**config.mk**
```make
export PLATFORM = sky130hd
export DESIGN_NAME = glyph_text_rasterizer_top
export DESIGN_NICKNAME = d
export VERILOG_FILES = /design/src/design/gtr_pkg.sv /design/src/design/gtr_ctrl.sv /design/src/design/gtr_datapath.sv /design/src/design/glyph_text_rasterizer_top.sv
export VERILOG_INCLUDE_DIRS = /design/src /design/src/design
export SDC_FILE = /design/constraint.sdc
export NUM_CORES = 1
export LEC_CHECK = 0
export BUFFER_PORTS_ARGS = -buffer_cell sky130_fd_sc_hd__buf_2
export CORE_MARGIN = 2
export CORE_UTILIZATION = 40
export DETAILED_ROUTE_END_ITERATION = 10
export PLACE_DENSITY = 0.53
export SLEW_MARGIN = 20
export SYNTH_ARGS = -nofsm -noshare
export SYNTH_HDL_FRONTEND = slang
export SYNTH_SLANG_ARGS = --single-unit
```
**constraint.sdc**
```tcl
create_clock -name clk -period 7.84 [get_ports clk]
set_clock_uncertainty 0.1 [all_clocks]
set_input_delay 0.392 -clock clk [delete_from_list [all_inputs] [get_ports clk]]
set_output_delay 0.392 -clock clk [all_outputs]
set_load 0.05 [all_outputs]
```
**src/design/glyph_text_rasterizer_top_macros.svh**
```systemverilog
// ---------------------------------------------------------------------------
// Glyph text rasterizer assertion macros
// Shared concurrent assertion forms, clocked on clk and quiet during rst.
// ---------------------------------------------------------------------------
`ifndef GLYPH_TEXT_RASTERIZER_TOP_MACROS_SVH
`define GLYPH_TEXT_RASTERIZER_TOP_MACROS_SVH

// Same-cycle implication
`define GTR_ASSERT_NOW(label, ante, cons, msg) \
  label: assert property (@(posedge clk) disable iff (rst) (ante) |-> (cons)) \
    else $error(msg);

// Next-cycle implication
`define GTR_ASSERT_NEXT(label, ante, cons, msg) \
  label: assert property (@(posedge clk) disable iff (rst) (ante) |=> (cons)) \
    else $error(msg);

`endif

```
**src/design/gtr_pkg.sv**
```systemverilog
// ---------------------------------------------------------------------------
// Glyph text rasterizer package
// Font constants, glyph ROM, register indexes and controller/datapath links.
// ---------------------------------------------------------------------------
`default_nettype none

package gtr_pkg;

  // Font geometry
  localparam int GLYPH_WIDTH  = 5;
  localparam int GLYPH_HEIGHT = 5;
  localparam int GAP_WIDTH    = 1;
  localparam int GLYPH_CELLS  = GLYPH_WIDTH * GLYPH_HEIGHT;
  localparam int PITCH        = GLYPH_WIDTH + GAP_WIDTH;

  // Configuration register indexes
  localparam logic [2:0] REG_ORIGIN_X    = 3'd0;
  localparam logic [2:0] REG_ORIGIN_Y    = 3'd1;
  localparam logic [2:0] REG_ALIGN_MODE  = 3'd2;
  localparam logic [2:0] REG_CELL_SCALE  = 3'd3;
  localparam logic [2:0] REG_TEXT_LENGTH = 3'd4;

  // Alignment codes
  localparam logic [1:0] ALIGN_LEFT   = 2'd0;
  localparam logic [1:0] ALIGN_CENTER = 2'd1;
  localparam logic [1:0] ALIGN_RIGHT  = 2'd2;

  // Character codes bounding the font
  localparam logic [7:0] CHAR_0 = 8'h30;
  localparam logic [7:0] CHAR_9 = 8'h39;
  localparam logic [7:0] CHAR_A = 8'h41;
  localparam logic [7:0] CHAR_Z = 8'h5A;
  localparam logic [5:0] LETTER_BASE = 6'd10;

  typedef struct packed {
    logic       ok;
    logic [5:0] idx;
  } glyph_sel_t;

  // Controller to datapath commands
  typedef struct packed {
    logic load_item;
    logic calc_width;
    logic place_pen;
    logic set_stop;
    logic load_glyph;
    logic step_cell;
    logic emit;
    logic advance_pen;
  } gtr_cmd_t;

  // Datapath to controller status
  typedef struct packed {
    logic start_flag;
    logic stopped;
    logic glyph_ok;
    logic cell_lit;
    logic rest_zero;
    logic out_free;
  } gtr_stat_t;

  // Map a character byte onto a ROM index
  function automatic glyph_sel_t char_to_glyph(input logic [7:0] code);
    glyph_sel_t sel;
    logic [7:0] diff;
    sel = '0;
    diff = '0;
    if (code >= CHAR_0 && code <= CHAR_9) begin
      diff = code - CHAR_0;
      sel.ok = 1'b1;
      sel.idx = diff[5:0];
    end else if (code >= CHAR_A && code <= CHAR_Z) begin
      diff = code - CHAR_A;
      sel.ok = 1'b1;
      sel.idx = diff[5:0] + LETTER_BASE;
    end
    return sel;
  endfunction

  // Cell mask of a glyph: bit i is cell i in row-major order
  function automatic logic [GLYPH_CELLS-1:0] glyph_mask(input logic [5:0] idx);
    logic [GLYPH_CELLS-1:0] rows;
    logic [GLYPH_CELLS-1:0] mask;
    // rows holds row 0 in the top five bits, leftmost column highest
    case (idx)
      6'd0:  rows = {5'h0E, 5'h13, 5'h15, 5'h19, 5'h0E};
      6'd1:  rows = {5'h04, 5'h1C, 5'h04, 5'h04, 5'h1F};
      6'd2:  rows = {5'h0E, 5'h11, 5'h06, 5'h08, 5'h1F};
      6'd3:  rows = {5'h1E, 5'h01, 5'h06, 5'h01, 5'h1E};
      6'd4:  rows = {5'h02, 5'h06, 5'h1A, 5'h1F, 5'h02};
      6'd5:  rows = {5'h1F, 5'h10, 5'h1E, 5'h01, 5'h1E};
      6'd6:  rows = {5'h0E, 5'h10, 5'h1E, 5'h11, 5'h0E};
      6'd7:  rows = {5'h1F, 5'h01, 5'h02, 5'h04, 5'h08};
      6'd8:  rows = {5'h0E, 5'h11, 5'h0E, 5'h11, 5'h0E};
      6'd9:  rows = {5'h0E, 5'h11, 5'h0F, 5'h01, 5'h0E};
      6'd10: rows = {5'h0E, 5'h11, 5'h1F, 5'h11, 5'h11};
      6'd11: rows = {5'h1E, 5'h11, 5'h1E, 5'h11, 5'h1E};
      6'd12: rows = {5'h0E, 5'h11, 5'h10, 5'h11, 5'h0E};
      6'd13: rows = {5'h1E, 5'h11, 5'h11, 5'h11, 5'h1E};
      6'd14: rows = {5'h1F, 5'h10, 5'h1E, 5'h10, 5'h1F};
      6'd15: rows = {5'h1F, 5'h10, 5'h1E, 5'h10, 5'h10};
      6'd16: rows = {5'h0E, 5'h10, 5'h13, 5'h11, 5'h0E};
      6'd17: rows = {5'h11, 5'h11, 5'h1F, 5'h11, 5'h11};
      6'd18: rows = {5'h1F, 5'h04, 5'h04, 5'h04, 5'h1F};
      6'd19: rows = {5'h0F, 5'h01, 5'h01, 5'h11, 5'h0E};
      6'd20: rows = {5'h11, 5'h12, 5'h1C, 5'h12, 5'h11};
      6'd21: rows = {5'h10, 5'h10, 5'h10, 5'h10, 5'h1F};
      6'd22: rows = {5'h11, 5'h1B, 5'h15, 5'h15, 5'h11};
      6'd23: rows = {5'h11, 5'h19, 5'h15, 5'h13, 5'h11};
      6'd24: rows = {5'h0E, 5'h11, 5'h11, 5'h11, 5'h0E};
      6'd25: rows = {5'h1E, 5'h11, 5'h1E, 5'h10, 5'h10};
      6'd26: rows = {5'h0E, 5'h11, 5'h15, 5'h12, 5'h0D};
      6'd27: rows = {5'h1E, 5'h11, 5'h1E, 5'h12, 5'h11};
      6'd28: rows = {5'h0F, 5'h10, 5'h0E, 5'h01, 5'h1E};
      6'd29: rows = {5'h1F, 5'h04, 5'h04, 5'h04, 5'h04};
      6'd30: rows = {5'h11, 5'h11, 5'h11, 5'h11, 5'h0E};
      6'd31: rows = {5'h11, 5'h11, 5'h11, 5'h0A, 5'h04};
      6'd32: rows = {5'h11, 5'h11, 5'h15, 5'h1B, 5'h11};
      6'd33: rows = {5'h11, 5'h0A, 5'h04, 5'h0A, 5'h11};
      6'd34: rows = {5'h11, 5'h11, 5'h0A, 5'h04, 5'h04};
      6'd35: rows = {5'h1F, 5'h02, 5'h04, 5'h08, 5'h1F};
      default: rows = '0;
    endcase
    // cell 0 is the top-left pixel, i.e. the highest bit of rows
    for (int i = 0; i < GLYPH_CELLS; i++) begin
      mask[i] = rows[GLYPH_CELLS-1-i];
    end
    return mask;
  endfunction

endpackage

`default_nettype wire

```
**src/design/gtr_ctrl.sv**
```systemverilog
// ---------------------------------------------------------------------------
// Glyph text rasterizer controller
// Sequences pen placement, character check, cell walk and pen advance.
// ---------------------------------------------------------------------------
`default_nettype none

module gtr_ctrl
  import gtr_pkg::*;
(
  input  wire logic      clk,
  input  wire logic      rst,
  input  wire logic      s_axis_tvalid,
  output logic           s_axis_tready,
  input  wire gtr_stat_t stat,
  output gtr_cmd_t       cmd
);

  localparam logic [2:0] ST_IDLE    = 3'd0;
  localparam logic [2:0] ST_WIDTH   = 3'd1;
  localparam logic [2:0] ST_PLACE   = 3'd2;
  localparam logic [2:0] ST_CHECK   = 3'd3;
  localparam logic [2:0] ST_WALK    = 3'd4;
  localparam logic [2:0] ST_ADVANCE = 3'd5;

  logic [2:0] state;
  logic [2:0] state_next;

  assign s_axis_tready = (state == ST_IDLE);

  // Next state and commands
  always_comb begin
    state_next = state;
    cmd = '0;
    case (state)
      ST_IDLE: begin
        if (s_axis_tvalid) begin
          cmd.load_item = 1'b1;
          state_next = stat.start_flag ? ST_WIDTH : ST_CHECK;
        end
      end
      ST_WIDTH: begin
        cmd.calc_width = 1'b1;
        state_next = ST_PLACE;
      end
      ST_PLACE: begin
        cmd.place_pen = 1'b1;
        state_next = ST_CHECK;
      end
      ST_CHECK: begin
        if (stat.stopped) begin
          state_next = ST_IDLE;
        end else if (!stat.glyph_ok) begin
          cmd.set_stop = 1'b1;
          state_next = ST_IDLE;
        end else begin
          cmd.load_glyph = 1'b1;
          state_next = ST_WALK;
        end
      end
      ST_WALK: begin
        // dark cells pass at once; lit cells wait for the output register
        if (!stat.cell_lit) begin
          cmd.step_cell = 1'b1;
        end else if (stat.out_free) begin
          cmd.emit = 1'b1;
          cmd.step_cell = 1'b1;
          if (stat.rest_zero) begin
            state_next = ST_ADVANCE;
          end
        end
      end
      ST_ADVANCE: begin
        cmd.advance_pen = 1'b1;
        state_next = ST_IDLE;
      end
      default: begin
        state_next = ST_IDLE;
      end
    endcase
  end

  // State register
  always_ff @(posedge clk) begin
    if (rst) begin
      state <= ST_IDLE;
    end else begin
      state <= state_next;
    end
  end

endmodule

`default_nettype wire

```
**src/design/gtr_datapath.sv**
```systemverilog
// ---------------------------------------------------------------------------
// Glyph text rasterizer datapath
// Configuration registers, pen arithmetic, glyph cell walker, output register.
// ---------------------------------------------------------------------------
`default_nettype none

`include "glyph_text_rasterizer_top_macros.svh"

module gtr_datapath
  import gtr_pkg::*;
(
  input  wire logic        clk,
  input  wire logic        rst,
  input  wire logic        cfg_we,
  input  wire logic [2:0]  cfg_index,
  input  wire logic [12:0] cfg_data,
  input  wire logic [7:0]  s_axis_tdata,
  input  wire logic        s_axis_tuser,
  output logic             m_axis_tvalid,
  input  wire logic        m_axis_tready,
  output logic [31:0]      m_axis_tdata,
  output logic             m_axis_tlast,
  input  wire gtr_cmd_t    cmd,
  output gtr_stat_t        stat
);

  localparam logic [2:0] LAST_COL = 3'(GLYPH_WIDTH - 1);

  // Configuration
  logic [12:0] origin_x;
  logic [12:0] origin_y;
  logic [1:0]  align_mode;
  logic [4:0]  cell_scale;
  logic [7:0]  text_length;

  // Working state
  logic [7:0]             char_code;
  logic [17:0]            pen_x_half;
  logic                   string_stopped;
  logic [16:0]            width_px;
  logic [GLYPH_CELLS-1:0] mask;
  logic [2:0]             col;
  logic [8:0]             col_off;
  logic [15:0]            y_acc;

  // Output register
  logic [15:0] out_x;
  logic [15:0] out_y;

  glyph_sel_t  sel;
  logic [11:0] span_cols;
  logic [16:0] width_prod;
  logic [17:0] ox2;
  logic [17:0] pen_place;
  logic [9:0]  step_half;
  logic [7:0]  glyph_h_px;
  logic [15:0] top_y;
  logic [18:0] xh;
  logic [18:0] x_trunc;
  logic        rest_zero;

  assign sel       = char_to_glyph(char_code);
  assign rest_zero = (mask[GLYPH_CELLS-1:1] == '0);

  // Text width in pixels: scale * (len*pitch - gap)
  assign span_cols  = 12'(text_length) * 12'(PITCH) - 12'(GAP_WIDTH);
  assign width_prod = 17'(span_cols) * 17'(cell_scale);

  // Pen placement in half pixels
  assign ox2 = {{4{origin_x[12]}}, origin_x, 1'b0};
  always_comb begin
    case (align_mode)
      ALIGN_LEFT:   pen_place = ox2;
      ALIGN_CENTER: pen_place = ox2 - {1'b0, width_px};
      ALIGN_RIGHT:  pen_place = ox2 - {width_px, 1'b0};
      default:      pen_place = '0;
    endcase
  end

  // Pen advance per glyph and top edge of the glyph
  assign step_half  = 10'(cell_scale) * 10'(2 * PITCH);
  assign glyph_h_px = 8'(cell_scale) * 8'(GLYPH_HEIGHT);
  assign top_y      = {{3{origin_y[12]}}, origin_y} - {9'b0, glyph_h_px[7:1]};

  // Left edge: half-pixel sum halved, rounded toward zero
  assign xh      = {pen_x_half[17], pen_x_half} + {10'b0, col_off};
  assign x_trunc = {xh[18], xh[18:1]} + {18'b0, xh[18] & xh[0]};

  // Configuration writes
  always_ff @(posedge clk) begin
    if (rst) begin
      origin_x    <= '0;
      origin_y    <= '0;
      align_mode  <= ALIGN_LEFT;
      cell_scale  <= 5'd1;
      text_length <= '0;
    end else if (cfg_we) begin
      case (cfg_index)
        REG_ORIGIN_X:    origin_x    <= cfg_data;
        REG_ORIGIN_Y:    origin_y    <= cfg_data;
        REG_ALIGN_MODE:  align_mode  <= cfg_data[1:0];
        REG_CELL_SCALE:  cell_scale  <= cfg_data[4:0];
        REG_TEXT_LENGTH: text_length <= cfg_data[7:0];
        default: ;
      endcase
    end
  end

  // Pen and stop flag
  always_ff @(posedge clk) begin
    if (rst) begin
      pen_x_half     <= '0;
      string_stopped <= 1'b0;
    end else begin
      if (cmd.place_pen) begin
        pen_x_half     <= pen_place;
        string_stopped <= 1'b0;
      end
      if (cmd.set_stop) begin
        string_stopped <= 1'b1;
      end
      if (cmd.advance_pen) begin
        pen_x_half <= pen_x_half + {8'b0, step_half};
      end
    end
  end

  // Item capture and width
  always_ff @(posedge clk) begin
    if (cmd.load_item) begin
      char_code <= s_axis_tdata;
    end
    if (cmd.calc_width) begin
      width_px <= (text_length == '0) ? '0 : width_prod;
    end
  end

  // Cell walker
  always_ff @(posedge clk) begin
    if (cmd.load_glyph) begin
      mask    <= glyph_mask(sel.idx);
      col     <= '0;
      col_off <= '0;
      y_acc   <= top_y;
    end else if (cmd.step_cell) begin
      mask <= {1'b0, mask[GLYPH_CELLS-1:1]};
      if (col == LAST_COL) begin
        col     <= '0;
        col_off <= '0;
        y_acc   <= y_acc + 16'(cell_scale);
      end else begin
        col     <= col + 3'd1;
        col_off <= col_off + {3'b0, cell_scale, 1'b0};
      end
    end
  end

  // Output register
  always_ff @(posedge clk) begin
    if (rst) begin
      m_axis_tvalid <= 1'b0;
    end else if (cmd.emit) begin
      m_axis_tvalid <= 1'b1;
    end else if (m_axis_tready) begin
      m_axis_tvalid <= 1'b0;
    end
  end

  always_ff @(posedge clk) begin
    if (cmd.emit) begin
      out_x        <= x_trunc[15:0];
      out_y        <= y_acc;
      m_axis_tlast <= rest_zero;
    end
  end

  assign m_axis_tdata = {out_y, out_x};

  // Status
  always_comb begin
    stat            = '0;
    stat.start_flag = s_axis_tuser;
    stat.stopped    = string_stopped;
    stat.glyph_ok   = sel.ok;
    stat.cell_lit   = mask[0];
    stat.rest_zero  = rest_zero;
    stat.out_free   = !m_axis_tvalid || m_axis_tready;
  end

  // Checks
  `GTR_ASSERT_NOW(a_emit_lit_cell, cmd.emit, mask[0] && (!m_axis_tvalid || m_axis_tready),
    "square emitted from a dark cell or over a waiting result")
  `GTR_ASSERT_NOW(a_glyph_ok, cmd.load_glyph, sel.ok && !string_stopped,
    "glyph loaded for an unsupported character or a stopped string")
  `GTR_ASSERT_NEXT(a_last_mark, cmd.emit, m_axis_tlast == (mask == '0),
    "last mark disagrees with the remaining lit cells")

endmodule

`default_nettype wire

```
**src/design/glyph_text_rasterizer_top.sv**
```systemverilog
// ---------------------------------------------------------------------------
// Glyph text rasterizer
// 5x5 bitmap font character generator producing one square per lit cell.
// ---------------------------------------------------------------------------
// One character is taken per input item and turned into filled squares, one
// per lit cell of its glyph, in row-major order with tlast on the last one.
// An item passes the glyph check, a cell walk to its last lit cell and the
// pen advance; a string start first adds the width and place states, which
// set the pen from origin, alignment and text width. A stopped or unsupported
// character returns to idle from the check. The walker visits one cell per
// cycle, holding while the output register waits to be taken. The user must
// write configuration only while the block is idle, which is not enforced.
`default_nettype none

module glyph_text_rasterizer_top
  import gtr_pkg::*;
(
  input  wire logic        clk,
  input  wire logic        rst,
  // configuration
  input  wire logic        cfg_we,
  input  wire logic [2:0]  cfg_index,
  input  wire logic [12:0] cfg_data,
  // character input
  input  wire logic        s_axis_tvalid,
  output logic             s_axis_tready,
  input  wire logic [7:0]  s_axis_tdata,   // [7:0] char_code
  input  wire logic        s_axis_tuser,   // string_start
  // square output
  output logic             m_axis_tvalid,
  input  wire logic        m_axis_tready,
  output logic [31:0]      m_axis_tdata,   // [15:0] rect_x, [31:16] rect_y
  output logic             m_axis_tlast    // last_cell
);

  gtr_cmd_t  cmd;
  gtr_stat_t stat;

  gtr_ctrl u_ctrl (
    .clk           (clk),
    .rst           (rst),
    .s_axis_tvalid (s_axis_tvalid),
    .s_axis_tready (s_axis_tready),
    .stat          (stat),
    .cmd           (cmd)
  );

  gtr_datapath u_datapath (
    .clk           (clk),
    .rst           (rst),
    .cfg_we        (cfg_we),
    .cfg_index     (cfg_index),
    .cfg_data      (cfg_data),
    .s_axis_tdata  (s_axis_tdata),
    .s_axis_tuser  (s_axis_tuser),
    .m_axis_tvalid (m_axis_tvalid),
    .m_axis_tready (m_axis_tready),
    .m_axis_tdata  (m_axis_tdata),
    .m_axis_tlast  (m_axis_tlast),
    .cmd           (cmd),
    .stat          (stat)
  );

endmodule

`default_nettype wire
```
==> summary.txt <==
Critical path
  • Crit-path most repeated cell: fa_1
  • Data required time of the worst path: 7.90 ns
  • Worst r2r src: u_datapath.text_length[0]
  • Buf/Inv on CP: 3
  • Setup Crit Path Kind: flip-flop to flip-flop
  • Worst Setup End Kind: flip-flop
  • Worst r2r dst: u_datapath.width_px[16]
  • CP Max Fanout: 9
  • CP Launch Type: flip-flop
  • CP peak stage delay: between 0.5 and 0.6 ns
  • Critical path's top delay family: adder cells
  • Worst reg2reg path depth: 23
  • Arr. time, crit path: 6.38 ns
  • CP max stage cell: fa_1
  • Ordered cell list for the critical path: ha_1 -> inv_1 -> fa_1 -> nor3b_1 -> nand2_1 -> nor2_1 -> o21ai_0 -> a211o_1 -> and2_1 -> nor2b_1 -> fa_1 -> fa_1 -> inv_1 -> fa_1 -> inv_1 -> ha_1 -> and2_1 -> o21ai_0 -> o31ai_1 -> o41ai_1 -> o21ai_0 -> xor2_1 -> nor2_1
  • Setup crit end: u_datapath.width_px[16]
  • Cell count along the critical path: 23
  • R2r setup slk: 1.52 ns
  • Worst Setup SP: u_datapath.text_length[0]

STA
  • Final Max Slew Viols: 0
  • Setup tns final: 0 ns
  • Final setup margin: around 1.5 ns
  • Final hold vios: 0
  • Worst Tran Pin Value: 1.12 ns
  • Final min period: 6.32 ns
  • Final worst-path cycle share: 0.806
  • Slew HR: 0.255
  • Max Freq: 0.158 GHz
  • # setup viols final: 0
  • RSZ-0062 raised after global routing: no

Route
  • First DRT Iteration DRCs: 890
  • Metal3 WL: 1580 um
  • Drt wl/cell: 17.5 um
  • Met2 wire length: approximately 17000 um
  • DR pass1 iterations: 6
  • Detailed-route via count: 12027
  • Drt drc: 0
  • Vias per Instance: ~5.5
  • DRT met1 WL: 18500 um
  • Top Metal Used: met4
  • Final wirelength: between 30000 and 40000 um
  • Routed Antenna Nets: 0

Yosys
  • Fraction of registers with async set/reset: 0
  • Post-synth top area share: 0.204
  • Syn Inst Count: 1674
  • Post-synthesis sequential area ratio: 0.307
  • Ys flop type: edfxtp_1
  • Largest cells by area after synthesis: edfxtp_1 (20%), ha_1 (11%), dfxtp_1 (10%)
  • YS warnings: 0
  • Yosys top cell by area: edfxtp_1
  • Avg Cell Area, Syn: 8.70 sq um
  • Mapped cell area: 14600 sq um
  • Register bit total from synthesis: roughly 170
  • Post-synth EDFFs: 99
  • Mapped Nets: 1873
  • Cell variety after synth: 95

Clock tree
  • Num Clock Sinks: ~170
  • Root Buffer: clkbuf_16
  • H-tree levels: 4
  • Worst skew pair latency: 0.44 ns
  • Clock-pin slew on the worst setup and hold paths: roughly 0.07 ns
  • Cts hold-fix bufs: 0
  • CTS resizes: 0
  • Clock Path Buffers: 2
  • TritonCTS clock tree: built
  • Post-CTS repair timing setup buffer count: 0
  • TritonCTS buffer count: 17

Global route
  • Total gr overflow: 0
  • First-pass GRT wire length: 62300 um
  • Global-route usage over all layers: 0.203
  • Initial antenna violation count: 0
  • Largest net degree at the start of global routing: 64
  • Vias in the first global route: approximately 12000

Finish
  • Antenna fix cells: 0
  • Fillers: 3634
  • Final Instance Count excl. Fillers: 2175
  • Most frequent cells in the layout: nand2_1 (185), a21oi_1 (132), nor2_1 (131)
  • Area growth syn-to-layout: 8.67%
  • Sequential cell area: 4470 sq um
  • Footprint of the multi-input gates: between 9000 and 10000 sq um
  • Nets: 1900
  • Layout cell share with drive strength beyond 1: 0.0846
  • Most common cell after layout, fill and taps aside: nand2_1

Pwr
  • Pwr dens: 151 nW/um^2
  • Pint: around 1600 uW
  • Sw Share: 0.313
  • Clock power share: 0.353
  • Reg power frac: 0.428
  • Worst VDD drop: 0.160 mV
  • Comb power frac: 0.219
  • Leak: 0.00660 uW
  • Net Switching: 749 uW

Die
  • Core area: 35700 sq um
  • FP Rows: 69
  • DIE AREA: ~38000 sq um
  • Die width: 195 um
  • Die span in y: 195 um
  • Starting density of the core: 0.408
  • I/O pin count: between 60 and 70

Status
  • Status: finished clean

Place
  • Port bufs: between 60 and 70
  • Worst slack at placement: approximately 1.5 ns
  • Placed cell count: ~2100
  • Final Wtd Congestion: 0.889
  • Hpwl dp: ~30000 um

Hold path
  • Hold Crit Class: primary input to flip-flop
  • Hold_sp: s_axis_tdata[5]

Run
  • Max-cap violations: 0
-- how the worst min path moves through the flow --
stage                               end  slack [ns]  depth (start not counted)
3_3_place_gp     u_datapath.origin_y[0]        0.35                          2
2_1_floorplan  u_datapath.pen_x_half[0]        0.33                          2
4_1_cts         u_datapath.char_code[5]       0.002                          1
5_1_grt         u_datapath.char_code[3]       0.006                          1
6_report        u_datapath.char_code[5]        0.02                          1
3_5_place_dp     u_datapath.origin_y[0]        0.36                          2
-- metrics by stage --
step | hold slack [ns] | utilization | power (uW) | area, sq um
floorplan | 0.332 | - | 1440 | 14600
global placement | 0.351 | 0.427 | 1560 | 15300
detailed placement | 0.359 | 0.427 | 1560 | 15300
CTS | 0.00177 | 0.443 | 2410 | 15800
global route | 0.00596 | 0.443 | 2520 | 15800
finish | 0.0246 | 0.443 | 2390 | 15800
-- registers in the layout, summed over array words and instances, names as in the netlist, 13 cells and up --
signal and flops:
u_datapath.out_y 16, u_datapath.mask 25, u_datapath.y_acc 16, u_datapath.width_px 17
u_datapath.origin_y 13, u_datapath.origin_x 13, u_datapath.out_x 16, u_datapath.pen_x_half 18
-- kinds of logic after synthesis --
| family | count (synthesis) | synth area share |
|---|---|---|
| adder cells (fa/ha/maj) | 169 | 0.165 |
| AND/OR/NAND/NOR | 544 | 0.178 |
| multiplexers | 25 | 0.0174 |
| AO/OA/AOI/OAI | 452 | 0.210 |
| XOR/XNOR | 113 | 0.0679 |
| flip-flops | 174 | 0.307 |
| buffers and inverters | 197 | 0.0544 |
-- synthesized netlist by cell type (16+ instances only) --
master / n
ha_1: 130
xor2_1: 48
xnor2_1: 65
o21ai_0: 76
a21oi_1: 132
fa_1: 39
edfxtp_1: 99
clkbuf_1: 42
a211oi_1: 22
nor2_1: 132
buf_2: 18
nor2b_1: 31
mux2i_1: 22
a21o_1: 26
o21a_1: 16
inv_1: 125
nor3_1: 32
nand2_1: 185
and3_1: 23
nand3_1: 36
a31oi_1: 24
dfxtp_1: 75
and2_1: 30
-- metal layers --
layer | global-route usage | vias up
met1 | 0.282 | 5714
met5 | 0 | -
met4 | 0.0466 | 0
li1 | - | 6020
met2 | 0.336 | 266
met3 | 0.0290 | 27
-- layout make-up --
class	count	area share
repair buffers	78	0.0269
multi-input cells	1303	0.588
inverters	127	0.0301
flip-flops and latches	174	0.283
clock inverters	13	0.00830
clock buffers	19	0.0273
well taps	461	0.0364
-- power groups by stage --
stage                     registers [uW]  logic [uW]  clock network (uW)
final                               1020         523                 845
after CTS                           1020         522                 869
after floorplan                     1030         409                   0
after global routing                1030         590                 900
after global placement              1040         515                   0
after detailed placement            1040         518                   0
Note: power is estimated with default switching activity, not from simulation.
